<file path="src/hdl/kv_pair_tokenizer_top_assert.svh">
// Assertion macros for the key=value tokenizer top level.
`ifndef KV_PAIR_TOKENIZER_TOP_ASSERT_SVH
`define KV_PAIR_TOKENIZER_TOP_ASSERT_SVH

// Same-cycle implication, checked outside reset.
`define KVT_ASSERT_NOW(label, pre, post, msg) \
  label: assert property (@(posedge clk) disable iff (rst) (pre) |-> (post)) \
    else $error(msg);

// Next-cycle implication, checked outside reset.
`define KVT_ASSERT_NEXT(label, pre, post, msg) \
  label: assert property (@(posedge clk) disable iff (rst) (pre) |=> (post)) \
    else $error(msg);

`endif

</file>
<file path="src/hdl/kvt_pkg.sv">
// Package for the key=value tokenizer: types, codes and character helpers.
package kvt_pkg;

  localparam int MaxResults = 4;

  localparam logic [7:0] ChEq     = 8'h3D;
  localparam logic [7:0] ChBslash = 8'h5C;
  localparam logic [7:0] ChTab    = 8'h09;
  localparam logic [7:0] ChSpace  = 8'h20;
  localparam logic [7:0] ChDquote = 8'h22;
  localparam logic [7:0] ChSquote = 8'h27;
  localparam logic [7:0] ChLf     = 8'h0A;
  localparam logic [7:0] ChVt     = 8'h0B;
  localparam logic [7:0] ChFf     = 8'h0C;
  localparam logic [7:0] ChCr     = 8'h0D;

  typedef enum logic [2:0] {
    PH_START  = 3'd0,
    PH_KEY    = 3'd1,
    PH_VSTART = 3'd2,
    PH_BARE   = 3'd3,
    PH_QUOTED = 3'd4,
    PH_QESC   = 3'd5,
    PH_SKIP   = 3'd6,
    PH_HALT   = 3'd7
  } phase_t;

  typedef enum logic [2:0] {
    KIND_KEY    = 3'd0,
    KIND_VALUE  = 3'd1,
    KIND_PAIR   = 3'd2,
    KIND_CANCEL = 3'd3,
    KIND_LINE   = 3'd4
  } kind_t;

  typedef struct packed {
    kind_t      kind;
    logic [7:0] data;
    logic       found;
  } res_t;

  function automatic logic is_space(input logic [7:0] c);
    is_space = (c == ChSpace) || (c == ChTab) || (c == ChLf) || (c == ChVt) ||
               (c == ChFf) || (c == ChCr);
  endfunction

endpackage

</file>
<file path="src/hdl/kv_pair_tokenizer_top.sv">
// Top level of the streaming key=value tokenizer.
//
// Input channel: in_valid/in_ready carry one line byte (line_byte) and an
// end-of-line mark (line_last) per request. Output channel: out_valid/out_ready
// carry one token result per request: kind, data_byte, found_pair, run_last.
// Configuration: cfg_wr_en/cfg_wr_data write tail_mode; write only while idle.
//
// Each accepted byte is decoded in the cycle it is accepted and its zero to
// four results are loaded into a four-entry result buffer; the first result
// is visible in the cycle after acceptance. While the receiver is ready, the
// buffer drains one result per cycle, so a byte with one result or none
// sustains one byte per cycle; more results hold the input until they drain
// through the single output port. A new byte is taken in the cycle the last
// buffered result is delivered. When the receiver stalls, the buffer holds
// its head result and in_ready stays low until its last result is delivered.
// Reset (rst, synchronous) empties the buffer, returns the scan to the start
// of a token, clears the pair flag and sets tail_mode to strict.
module kv_pair_tokenizer_top (
  input  logic       clk,
  input  logic       rst,
  input  logic       cfg_wr_en,
  input  logic       cfg_wr_data,
  input  logic       in_valid,
  output logic       in_ready,
  input  logic [7:0] line_byte,
  input  logic       line_last,
  output logic       out_valid,
  input  logic       out_ready,
  output logic [2:0] kind,
  output logic [7:0] data_byte,
  output logic       found_pair,
  output logic       run_last
);

  `include "kv_pair_tokenizer_top_assert.svh"

  logic              tail_mode;
  kvt_pkg::phase_t   phase, phase_mid, phase_next;
  logic              quote_single, quote_mid, quote_next;
  logic              pairs_seen, pairs_mid, pairs_next;
  kvt_pkg::res_t     res [kvt_pkg::MaxResults];
  logic [2:0]        res_cnt;
  kvt_pkg::res_t     rbuf [kvt_pkg::MaxResults];
  logic [2:0]        cnt;
  logic              in_acc, out_acc, searching;
  logic [7:0]        qch;

  assign in_acc    = in_valid && in_ready;
  assign out_acc   = out_valid && out_ready;
  assign searching = tail_mode && !pairs_seen;
  assign qch       = quote_single ? kvt_pkg::ChSquote : kvt_pkg::ChDquote;

  // Hold the configuration register.
  always_ff @(posedge clk) begin
    if (rst) begin
      tail_mode <= 1'b0;
    end else if (cfg_wr_en) begin
      tail_mode <= cfg_wr_data;
    end
  end

  // Next state: byte step, then end-of-line return to reset values.
  always_comb begin
    phase_mid = phase;
    quote_mid = quote_single;
    pairs_mid = pairs_seen;
    unique case (phase)
      kvt_pkg::PH_START: begin
        if (kvt_pkg::is_space(line_byte)) begin
          phase_mid = kvt_pkg::PH_START;
        end else if (line_byte == kvt_pkg::ChEq) begin
          phase_mid = searching ? kvt_pkg::PH_SKIP : kvt_pkg::PH_HALT;
        end else begin
          phase_mid = kvt_pkg::PH_KEY;
        end
      end
      kvt_pkg::PH_KEY: begin
        if (line_byte == kvt_pkg::ChEq) begin
          phase_mid = kvt_pkg::PH_VSTART;
        end else if (kvt_pkg::is_space(line_byte)) begin
          phase_mid = searching ? kvt_pkg::PH_START : kvt_pkg::PH_HALT;
        end
      end
      kvt_pkg::PH_VSTART: begin
        if (line_byte == kvt_pkg::ChDquote || line_byte == kvt_pkg::ChSquote) begin
          quote_mid = (line_byte == kvt_pkg::ChSquote);
          phase_mid = kvt_pkg::PH_QUOTED;
        end else if (kvt_pkg::is_space(line_byte)) begin
          pairs_mid = 1'b1;
          phase_mid = kvt_pkg::PH_START;
        end else begin
          phase_mid = kvt_pkg::PH_BARE;
        end
      end
      kvt_pkg::PH_BARE: begin
        if (kvt_pkg::is_space(line_byte)) begin
          pairs_mid = 1'b1;
          phase_mid = kvt_pkg::PH_START;
        end
      end
      kvt_pkg::PH_QUOTED: begin
        if (line_byte == qch) begin
          pairs_mid = 1'b1;
          phase_mid = kvt_pkg::PH_START;
        end else if (line_byte == kvt_pkg::ChBslash) begin
          phase_mid = kvt_pkg::PH_QESC;
        end
      end
      kvt_pkg::PH_QESC: begin
        phase_mid = kvt_pkg::PH_QUOTED;
      end
      kvt_pkg::PH_SKIP: begin
        if (kvt_pkg::is_space(line_byte)) begin
          phase_mid = kvt_pkg::PH_START;
        end
      end
      default: begin
        phase_mid = kvt_pkg::PH_HALT;
      end
    endcase

    if (line_last) begin
      phase_next = kvt_pkg::PH_START;
      quote_next = 1'b0;
      pairs_next = 1'b0;
    end else begin
      phase_next = phase_mid;
      quote_next = quote_mid;
      pairs_next = pairs_mid;
    end
  end

  // Outputs: results caused by the byte, then by the line end.
  always_comb begin
    logic [2:0] n;
    logic       open_value;
    n = 3'd0;
    open_value = 1'b0;
    for (int i = 0; i < kvt_pkg::MaxResults; i++) begin
      res[i] = '{kind: kvt_pkg::KIND_KEY, data: 8'h00, found: 1'b0};
    end

    unique case (phase)
      kvt_pkg::PH_START: begin
        if (!kvt_pkg::is_space(line_byte) && line_byte != kvt_pkg::ChEq) begin
          res[n[1:0]] = '{kind: kvt_pkg::KIND_KEY, data: line_byte, found: 1'b0};
          n = n + 3'd1;
        end
      end
      kvt_pkg::PH_KEY: begin
        if (kvt_pkg::is_space(line_byte)) begin
          res[n[1:0]] = '{kind: kvt_pkg::KIND_CANCEL, data: 8'h00, found: 1'b0};
          n = n + 3'd1;
        end else if (line_byte != kvt_pkg::ChEq) begin
          res[n[1:0]] = '{kind: kvt_pkg::KIND_KEY, data: line_byte, found: 1'b0};
          n = n + 3'd1;
        end
      end
      kvt_pkg::PH_VSTART: begin
        if (line_byte == kvt_pkg::ChDquote || line_byte == kvt_pkg::ChSquote) begin
          n = n;
        end else if (kvt_pkg::is_space(line_byte)) begin
          res[n[1:0]] = '{kind: kvt_pkg::KIND_PAIR, data: 8'h00, found: 1'b0};
          n = n + 3'd1;
        end else begin
          res[n[1:0]] = '{kind: kvt_pkg::KIND_VALUE, data: line_byte, found: 1'b0};
          n = n + 3'd1;
        end
      end
      kvt_pkg::PH_BARE: begin
        if (kvt_pkg::is_space(line_byte)) begin
          res[n[1:0]] = '{kind: kvt_pkg::KIND_PAIR, data: 8'h00, found: 1'b0};
        end else begin
          res[n[1:0]] = '{kind: kvt_pkg::KIND_VALUE, data: line_byte, found: 1'b0};
        end
        n = n + 3'd1;
      end
      kvt_pkg::PH_QUOTED: begin
        if (line_byte == qch) begin
          res[n[1:0]] = '{kind: kvt_pkg::KIND_PAIR, data: 8'h00, found: 1'b0};
          n = n + 3'd1;
        end else if (line_byte != kvt_pkg::ChBslash) begin
          res[n[1:0]] = '{kind: kvt_pkg::KIND_VALUE, data: line_byte, found: 1'b0};
          n = n + 3'd1;
        end
      end
      kvt_pkg::PH_QESC: begin
        // Pass an unknown escape through as both bytes.
        if (line_byte != qch && line_byte != kvt_pkg::ChBslash) begin
          res[n[1:0]] = '{kind: kvt_pkg::KIND_VALUE, data: kvt_pkg::ChBslash,
                          found: 1'b0};
          n = n + 3'd1;
        end
        res[n[1:0]] = '{kind: kvt_pkg::KIND_VALUE, data: line_byte, found: 1'b0};
        n = n + 3'd1;
      end
      default: begin
        n = n;
      end
    endcase

    if (line_last) begin
      unique case (phase_mid) inside
        kvt_pkg::PH_KEY: begin
          res[n[1:0]] = '{kind: kvt_pkg::KIND_CANCEL, data: 8'h00, found: 1'b0};
          n = n + 3'd1;
        end
        kvt_pkg::PH_QESC: begin
          res[n[1:0]] = '{kind: kvt_pkg::KIND_VALUE, data: kvt_pkg::ChBslash,
                          found: 1'b0};
          n = n + 3'd1;
          res[n[1:0]] = '{kind: kvt_pkg::KIND_PAIR, data: 8'h00, found: 1'b0};
          n = n + 3'd1;
          open_value = 1'b1;
        end
        kvt_pkg::PH_VSTART, kvt_pkg::PH_BARE, kvt_pkg::PH_QUOTED: begin
          res[n[1:0]] = '{kind: kvt_pkg::KIND_PAIR, data: 8'h00, found: 1'b0};
          n = n + 3'd1;
          open_value = 1'b1;
        end
        default: begin
          n = n;
        end
      endcase
      res[n[1:0]] = '{kind: kvt_pkg::KIND_LINE, data: 8'h00,
                      found: pairs_mid | open_value};
      n = n + 3'd1;
    end
    res_cnt = n;
  end

  // Advance the scan state on each accepted byte.
  always_ff @(posedge clk) begin
    if (rst) begin
      phase        <= kvt_pkg::PH_START;
      quote_single <= 1'b0;
      pairs_seen   <= 1'b0;
    end else if (in_acc) begin
      phase        <= phase_next;
      quote_single <= quote_next;
      pairs_seen   <= pairs_next;
    end
  end

  // Take a new byte once the buffer is empty or delivers its last result.
  assign in_ready = (cnt == 3'd0) || ((cnt == 3'd1) && out_ready);

  // Result buffer: load on accept, shift down on each delivered request.
  always_ff @(posedge clk) begin
    if (rst) begin
      cnt <= 3'd0;
    end else if (in_acc) begin
      cnt <= res_cnt;
    end else if (out_acc) begin
      cnt <= cnt - 3'd1;
    end
  end

  always_ff @(posedge clk) begin
    if (in_acc) begin
      for (int i = 0; i < kvt_pkg::MaxResults; i++) begin
        rbuf[i] <= res[i];
      end
    end else if (out_acc) begin
      for (int i = 0; i < kvt_pkg::MaxResults - 1; i++) begin
        rbuf[i] <= rbuf[i + 1];
      end
    end
  end

  assign out_valid  = (cnt != 3'd0);
  assign kind       = rbuf[0].kind;
  assign data_byte  = rbuf[0].data;
  assign found_pair = rbuf[0].found;
  assign run_last   = (cnt == 3'd1);

  // Assertions.
  `KVT_ASSERT_NOW(a_ready_only_on_last, in_ready && out_valid, run_last,
                  "input taken while more than one result is pending")
  `KVT_ASSERT_NOW(a_found_only_on_line, out_valid && (kind != kvt_pkg::KIND_LINE),
                  !found_pair, "found_pair set outside a line-done result")
  `KVT_ASSERT_NOW(a_marker_data_zero,
                  out_valid && (kind == kvt_pkg::KIND_PAIR || kind == kvt_pkg::KIND_CANCEL ||
                  kind == kvt_pkg::KIND_LINE), data_byte == 8'h00,
                  "marker result carries a nonzero byte")
  `KVT_ASSERT_NEXT(a_line_end_resets, in_acc && line_last,
                   (phase == kvt_pkg::PH_START) && !pairs_seen && !quote_single,
                   "scan state not returned to start after line end")

endmodule
</file>
<file path="config.mk">
export PLATFORM = sky130hd
export DESIGN_NAME = kv_pair_tokenizer_top
export DESIGN_NICKNAME = d
export VERILOG_FILES = /design/src/hdl/kvt_pkg.sv /design/src/hdl/kv_pair_tokenizer_top.sv
export VERILOG_INCLUDE_DIRS = /design/src /design/src/hdl
export SDC_FILE = /design/constraint.sdc
export NUM_CORES = 1
export LEC_CHECK = 0
export BUFFER_PORTS_ARGS = -buffer_cell sky130_fd_sc_hd__buf_2
export CAP_MARGIN = 20
export CORE_MARGIN = 3
export CORE_UTILIZATION = 55
export CTS_CLUSTER_DIAMETER = 200
export CTS_CLUSTER_SIZE = 16
export DETAILED_ROUTE_END_ITERATION = 12
export GPL_ROUTABILITY_DRIVEN = 0
export GPL_TIMING_DRIVEN = 0
export PLACE_DENSITY_LB_ADDON = 0.12
export SETUP_SLACK_MARGIN = 0.4
export SYNTH_ARGS = -nofsm -noshare
export SYNTH_HDL_FRONTEND = slang
export SYNTH_SLANG_ARGS = --single-unit
</file>
<file path="constraint.sdc">
create_clock -name clk -period 7.5 [get_ports clk]
set_input_delay 0.375 -clock clk [delete_from_list [all_inputs] [get_ports clk]]
set_output_delay 0.375 -clock clk [all_outputs]
set_load 0.02 [all_outputs]
</file>
* Word-level counts from Yosys, hierarchy flattened *
Memories as Yosys holds them, arrays and structs flattened.
Cells that the tools add are included.

cells by class
  $add $sub $neg = 5
  order comparisons = 8
  equality and inequality tests = 26
  mux-type cells = 70
  bitwise gates (word level) = 20
  reductions and logical operators = 30

operators with widths
  operator             count
  $pmux 48 s3          1
  $bwmux 48            2
  $demux 12 s2         4
  $mux 12              8
  $mux 48              2
  $and 44x44->44       2
  $not 44->44          2
  $pmux 12 s6          1
  $mux 3               16
  $mux 11              4
  $and 40x40->40       1
  $eq 8x4->1 const B   5
  $not 40->40          1
  $mux 36              1
  $pmux 3 s6           2
  $eq 8x6->1 const B   4
  $and 28x28->28       1
  $not 28->28          1
  $mux 1               22
  $mux 10              2
  $or 20x20->20        1
  $mux 9               2
  $eq 3x3->1 const B   5
  $add 3x1->3 const B  4
  27 further kinds     65

storage, ports and cells
  bits in registers = 9
  memory bits (writable) = 48
  output and inout bits = 15
  memories kept = 1

memories
  name  words  bits a word  rd ports  clocked after Yosys merged registers in  wr ports  RTL line                     RTL
  rbuf  4      12           4         0                                        4         kv_pair_tokenizer_top.sv:43  kvt_pkg::res_t rbuf [kvt_pkg::MaxResults];

* Depth between registers and ports, before layout *
  depth in word-level cells = 23
  gate-level depth with buffers = 19

* Worst setup path after synthesis *
No wires, ideal clock.

  path kind = input port to flip-flop
  start point = input port line_byte[0]
  end point = memory rbuf[0][7] (netlist bit), data pin
  arrival time = 3.787 ns
  data required time = 7.348 ns
  path slack = 3.561 ns
  cell stages on the path = 18
  path buffers = 3
  cell sequence = clkbuf_1 -> or3_1 -> a211oi_4 -> nor2_2 -> nor4_4 -> a21boi_4 -> or2_1 -> buf_6 -> xnor2_1 -> inv_1 -> ha_1 -> clkbuf_1 -> nor2_1 -> nand4_1 -> o21a_1 -> nand3_1 -> nand2_1 -> a31oi_1

RTL lines
  item                RTL line                     RTL
  start: declaration  kv_pair_tokenizer_top.sv:25  input logic [7:0] line_byte,
  end: declaration    kv_pair_tokenizer_top.sv:43

==> impl_results.html <==
<table>
<tr><th>Metric</th><th>Value</th></tr>
<tr><th colspan="2">Worst hold path</th></tr>
<tr><td>Worst Min Path Start</td><td>cfg_wr_data</td></tr>
<tr><td>Type of the most critical hold path</td><td>input port to flip-flop</td></tr>
<tr><th colspan="2">Yosys</th></tr>
<tr><td>Count of flip-flops with a built-in enable after synthesis</td><td>34</td></tr>
<tr><td>Count of unique library cells instantiated by Yosys</td><td>68</td></tr>
<tr><td>Syn Std Cell Area</td><td>0.003194 sq mm</td></tr>
<tr><td>Area share of the leading cell type in the synthesized netlist</td><td>0.3196</td></tr>
<tr><td>FF+latch count, synth</td><td>43</td></tr>
<tr><td>Post-synthesis net count</td><td>382</td></tr>
<tr><td>Fraction of registers with async set or reset after synthesis</td><td>0</td></tr>
<tr><td>Portion of the post-synthesis area used by sequential elements</td><td>0.3760</td></tr>
<tr><td>Largest area contributor in the synthesized netlist</td><td>sky130_fd_sc_hd__edfxtp_1</td></tr>
<tr><td>Yosys warning count</td><td>0</td></tr>
<tr><td>Post-synthesis cell count</td><td>352</td></tr>
<tr><td>Most instantiated flip-flop cell in the synthesis netlist</td><td>sky130_fd_sc_hd__edfxtp_1</td></tr>
<tr><td>Post-Syn Area per Cell</td><td>9.075 sq um</td></tr>
<tr><td>Largest cells by area after synthesis</td><td>sky130_fd_sc_hd__edfxtp_1 32%, sky130_fd_sc_hd__ha_1 5.9%, sky130_fd_sc_hd__nand2_1 5.9%, sky130_fd_sc_hd__dfxtp_1 5.6%, sky130_fd_sc_hd__o21ai_0 3.1%</td></tr>
<tr><th colspan="2">Status</th></tr>
<tr><td>Run status</td><td>complete, no violations</td></tr>
<tr><th colspan="2">Clock tree</th></tr>
<tr><td>Sinks on the clock net</td><td>43</td></tr>
<tr><td>CTS Buf Count</td><td>5</td></tr>
<tr><td>TritonCTS clock tree</td><td>built</td></tr>
<tr><td>Clock input transition at the sequential cells of the worst setup and hold paths</td><td>0.08 ns</td></tr>
<tr><td>Cts hold-fix bufs</td><td>0</td></tr>
<tr><td>Clk Latency, worst-skew pair</td><td>0.30 ns</td></tr>
<tr><td>Count of buffers added by post-CTS timing repair for setup</td><td>0</td></tr>
<tr><td>Count of cells resized by post-cts repair</td><td>0</td></tr>
<tr><td>Number of buffers on the longest clock path</td><td>2</td></tr>
<tr><td>CTS H-tree depth</td><td>2</td></tr>
<tr><td>CTS Root Cell</td><td>sky130_fd_sc_hd__clkbuf_8</td></tr>
<tr><th colspan="2">Routing</th></tr>
<tr><td>Post-DRT Antenna Nets</td><td>0</td></tr>
<tr><td>Via count of the routed design</td><td>2847</td></tr>
<tr><td>DRC errors left</td><td>0</td></tr>
<tr><td>Vias per cell</td><td>6.189</td></tr>
<tr><td>Detailed-routing iteration count for the pre-antenna-repair pass</td><td>5</td></tr>
<tr><td>Final wirelength</td><td>7793 um</td></tr>
<tr><td>Count of routing violations after the opening detailed-route iteration</td><td>394</td></tr>
<tr><td>Detailed-route wire length per cell</td><td>16.94 um</td></tr>
<tr><th colspan="2">Worst setup path</th></tr>
<tr><td>Worst stage delay on the critical path</td><td>0.61 ns</td></tr>
<tr><td>Reg2Reg Launch Point</td><td>quote_single</td></tr>
<tr><td>Crit path required time</td><td>7.56 ns</td></tr>
<tr><td>Max Fanout on Critical Path</td><td>9</td></tr>
<tr><td>Crit Path Class</td><td>flip-flop to flip-flop</td></tr>
<tr><td>Element type at the critical path end</td><td>flip-flop</td></tr>
<tr><td>Sort of element at the start of the critical path</td><td>flip-flop</td></tr>
<tr><td>Critical path startpoint</td><td>quote_single</td></tr>
<tr><td>Cell repeated most along the worst path</td><td>sky130_fd_sc_hd__nor2_1</td></tr>
<tr><td>Signal arrival time at the worst endpoint</td><td>4.53 ns</td></tr>
<tr><td>CP max-delay cell</td><td>sky130_fd_sc_hd__nor4_4</td></tr>
<tr><td>Ordered list of cells on the worst path</td><td>or3_1 -&gt; a211oi_4 -&gt; nor2_2 -&gt; nor4_4 -&gt; a21boi_4 -&gt; or2_1 -&gt; buf_6 -&gt; xnor2_1 -&gt; inv_1 -&gt; ha_1 -&gt; clkbuf_1 -&gt; nor2_1 -&gt; nand2_1 -&gt; nor2_1 -&gt; a31oi_1 -&gt; o211ai_1 -&gt; a22o_1</td></tr>
<tr><th colspan="2">Pwr</th></tr>
<tr><td>Combinational fraction of design power</td><td>0.462</td></tr>
<tr><td>Power share of the sequential group</td><td>0.386</td></tr>
<tr><td>Worst voltage drop across the vdd grid</td><td>0.2564 mV</td></tr>
<tr><td>NetSw</td><td>433.9 uW</td></tr>
<tr><td>Proportion of total power due to net switching</td><td>0.3928</td></tr>
<tr><td>Power Density</td><td>311.0 mW/mm^2</td></tr>
<tr><td>Leak Pwr</td><td>1.412 nW</td></tr>
<tr><td>Fraction of power consumed by the clock network</td><td>0.152</td></tr>
<tr><td>Pint</td><td>670.8 uW</td></tr>
<tr><th colspan="2">Cells and area</th></tr>
<tr><td>Most common cell after layout, fill and taps aside</td><td>sky130_fd_sc_hd__nand2_1</td></tr>
<tr><td>Leading cell types in the layout, fill and taps excluded</td><td>50 x sky130_fd_sc_hd__nand2_1, 34 x sky130_fd_sc_hd__edfxtp_1, 31 x sky130_fd_sc_hd__buf_2</td></tr>
<tr><td>Final cell area excluding filler cells</td><td>0.003552 sq mm</td></tr>
<tr><td>Area grow syn2layout</td><td>11.20%</td></tr>
<tr><td>Area of the multi-input gates</td><td>0.001789 sq mm</td></tr>
<tr><td>Count of filler cells inserted in the layout</td><td>489</td></tr>
<tr><td>Final Net Count</td><td>417</td></tr>
<tr><td>Diodes inserted</td><td>0</td></tr>
<tr><td>Area occupied by registers</td><td>0.001201 sq mm</td></tr>
<tr><td>Ratio of cells with drive above 1 in the final layout</td><td>0.1881</td></tr>
<tr><th colspan="2">Timing</th></tr>
<tr><td>Number of setup violations in the final report</td><td>0</td></tr>
<tr><td>Total negative slack for setup checks</td><td>0 ns</td></tr>
<tr><td>Max Clock Freq</td><td>0.2236 GHz</td></tr>
<tr><td>Number of max-slew violations in the final report</td><td>0</td></tr>
<tr><td>Share of the cycle needed by the critical path after routing</td><td>0.5964</td></tr>
<tr><td>Setup repair after global routing missed its margin</td><td>no</td></tr>
<tr><td>Headroom to the max-slew limit</td><td>0.5615</td></tr>
<tr><td>Final Critical Period</td><td>4.473 ns</td></tr>
<tr><td>Slew of the pin with the lowest slew margin</td><td>0.6564 ns</td></tr>
<tr><td>Hold violation count in the final report</td><td>0</td></tr>
<tr><td>Post-route clock skew</td><td>0.007028 ns</td></tr>
<tr><th colspan="2">GRT</th></tr>
<tr><td>Grt total ovfl</td><td>0</td></tr>
<tr><td>Vias in the first global route</td><td>2492</td></tr>
<tr><td>Largest net degree at the start of global routing</td><td>30</td></tr>
<tr><td>Antenna violations before repair</td><td>0</td></tr>
<tr><td>GR Util All Layers</td><td>0.2493</td></tr>
<tr><td>Wire length of the first global-routing pass</td><td>12740 um</td></tr>
<tr><th colspan="2">Placement</th></tr>
<tr><td>DPL Wire Length</td><td>5656 um</td></tr>
<tr><td>Post-place instance area</td><td>0.003451 sq mm</td></tr>
<tr><td>Count of input and output buffers</td><td>27</td></tr>
<tr><th colspan="2">Die</th></tr>
<tr><td>Rows</td><td>27</td></tr>
<tr><td>Floorplan Core Area</td><td>0.005574 sq mm</td></tr>
<tr><td>Top Ports</td><td>30</td></tr>
<tr><td>Die Y-Extent</td><td>82.21 um</td></tr>
<tr><td>Horizontal die dimension</td><td>82.21 um</td></tr>
<tr><td>Starting density of the core</td><td>0.5731</td></tr>
<tr><td>Total die area</td><td>0.006758 sq mm</td></tr>
<tr><th colspan="2">Flow run</th></tr>
<tr><td>Max-cap violations</td><td>0</td></tr>
</table>
metrics by stage:
stage	cells	worst slack, ns	power [mW]	hold WS [ns]	util
2_1_floorplan	352	3.561	0.7948	0.4319	-
3_3_place_gp	451	2.941	0.9206	0.4433	0.6135
3_5_place_dp	452	2.856	0.9464	0.4684	0.6191
4_1_cts	460	3.127	1.114	0.3486	0.6373
5_1_grt	460	2.818	1.185	0.3714	0.6373
6_report	460	3.027	1.105	0.3437	0.6373
worst max-delay path, delay by kind of cell, from the launching register on:
family | cells | cell delay [ns]
flops | 1 | 0.33
compound gates | 5 | 1.32
fa+ha+maj | 1 | 0.16
buf+inv | 3 | 0.61
xor+xnor | 1 | 0.15
simple gates | 7 | 1.64
cell type report:
| cell class | instances | share of cell area |
|---|---|---|
| Timing Repair Buffer | 28 | 0.04368 |
| Inverter | 14 | 0.01479 |
| Clock buffer | 8 | 0.02853 |
| Buffer | 29 | 0.04579 |
| Tap cell | 72 | 0.02536 |
| Sequential cell | 43 | 0.3381 |
| Multi-Input combinational cell | 266 | 0.5037 |
synthesized netlist by cell type (4+ instances only):
cell type,count
sky130_fd_sc_hd__a21o_1,4
sky130_fd_sc_hd__ha_1,15
sky130_fd_sc_hd__o21ai_0,20
sky130_fd_sc_hd__and3_1,4
sky130_fd_sc_hd__edfxtp_1,34
sky130_fd_sc_hd__nor2_1,24
sky130_fd_sc_hd__a22o_1,6
sky130_fd_sc_hd__dfxtp_1,9
sky130_fd_sc_hd__buf_4,11
sky130_fd_sc_hd__a211oi_1,4
sky130_fd_sc_hd__nand2_1,50
sky130_fd_sc_hd__o22ai_1,4
sky130_fd_sc_hd__nor3_1,11
sky130_fd_sc_hd__o21a_1,4
sky130_fd_sc_hd__a32o_1,4
sky130_fd_sc_hd__inv_1,13
sky130_fd_sc_hd__a31oi_1,6
sky130_fd_sc_hd__clkbuf_1,13
sky130_fd_sc_hd__nand2b_1,9
sky130_fd_sc_hd__buf_2,4
sky130_fd_sc_hd__nand3_1,12
sky130_fd_sc_hd__and2_1,6
sky130_fd_sc_hd__o211ai_1,4
sky130_fd_sc_hd__a21oi_1,14
flip-flops by register name (all words and copies together) (netlist names):
register	cells
cnt	3
pairs_seen	1
phase	3
quote_single	1
rbuf	34
tail_mode	1
power by group through the flow:
stage / clock (mW) / combinational, mW / sequential, mW
final: 0.168 / 0.511 / 0.426
after global routing: 0.179 / 0.569 / 0.437
after CTS: 0.172 / 0.515 / 0.427
after detailed placement: 0 / 0.513 / 0.433
after global placement: 0 / 0.484 / 0.436
after floorplan: 0 / 0.364 / 0.431
kinds of logic after synthesis:
logic type,Yosys count,synth area share
AO/OA/AOI/OAI,102,0.2523
XOR/XNOR,4,0.01097
adder cells (fa/ha/maj),15,0.05875
buffers and inverters,43,0.06737
flip-flops,43,0.3760
multiplexers,1,0.003134
AND/OR/NAND/NOR,144,0.2315
path summary, 6_finish.rpt:
path	slack, ns	endpoint	cells past startpoint
max	3.03	rbuf[0][10]	17
min	0.34	tail_mode	3
max reg2reg	3.03	rbuf[0][10]	17
min reg2reg	0.47	cnt[1]	2
metal layers:
layer / vias to the layer above / wire length (um) / share of wire / global-route usage
li1: 1362 / - / - / -
met1: 1356 / 3299 / 0.42 / 0.3384
met2: 114 / 3822 / 0.49 / 0.4006
met3: 15 / 538 / 0.069 / 0.03688
met4: 0 / 132 / 0.017 / 0.09468
met5: - / 0 / 0 / 0
No activity file was read; power rests on OpenSTA's default activity.
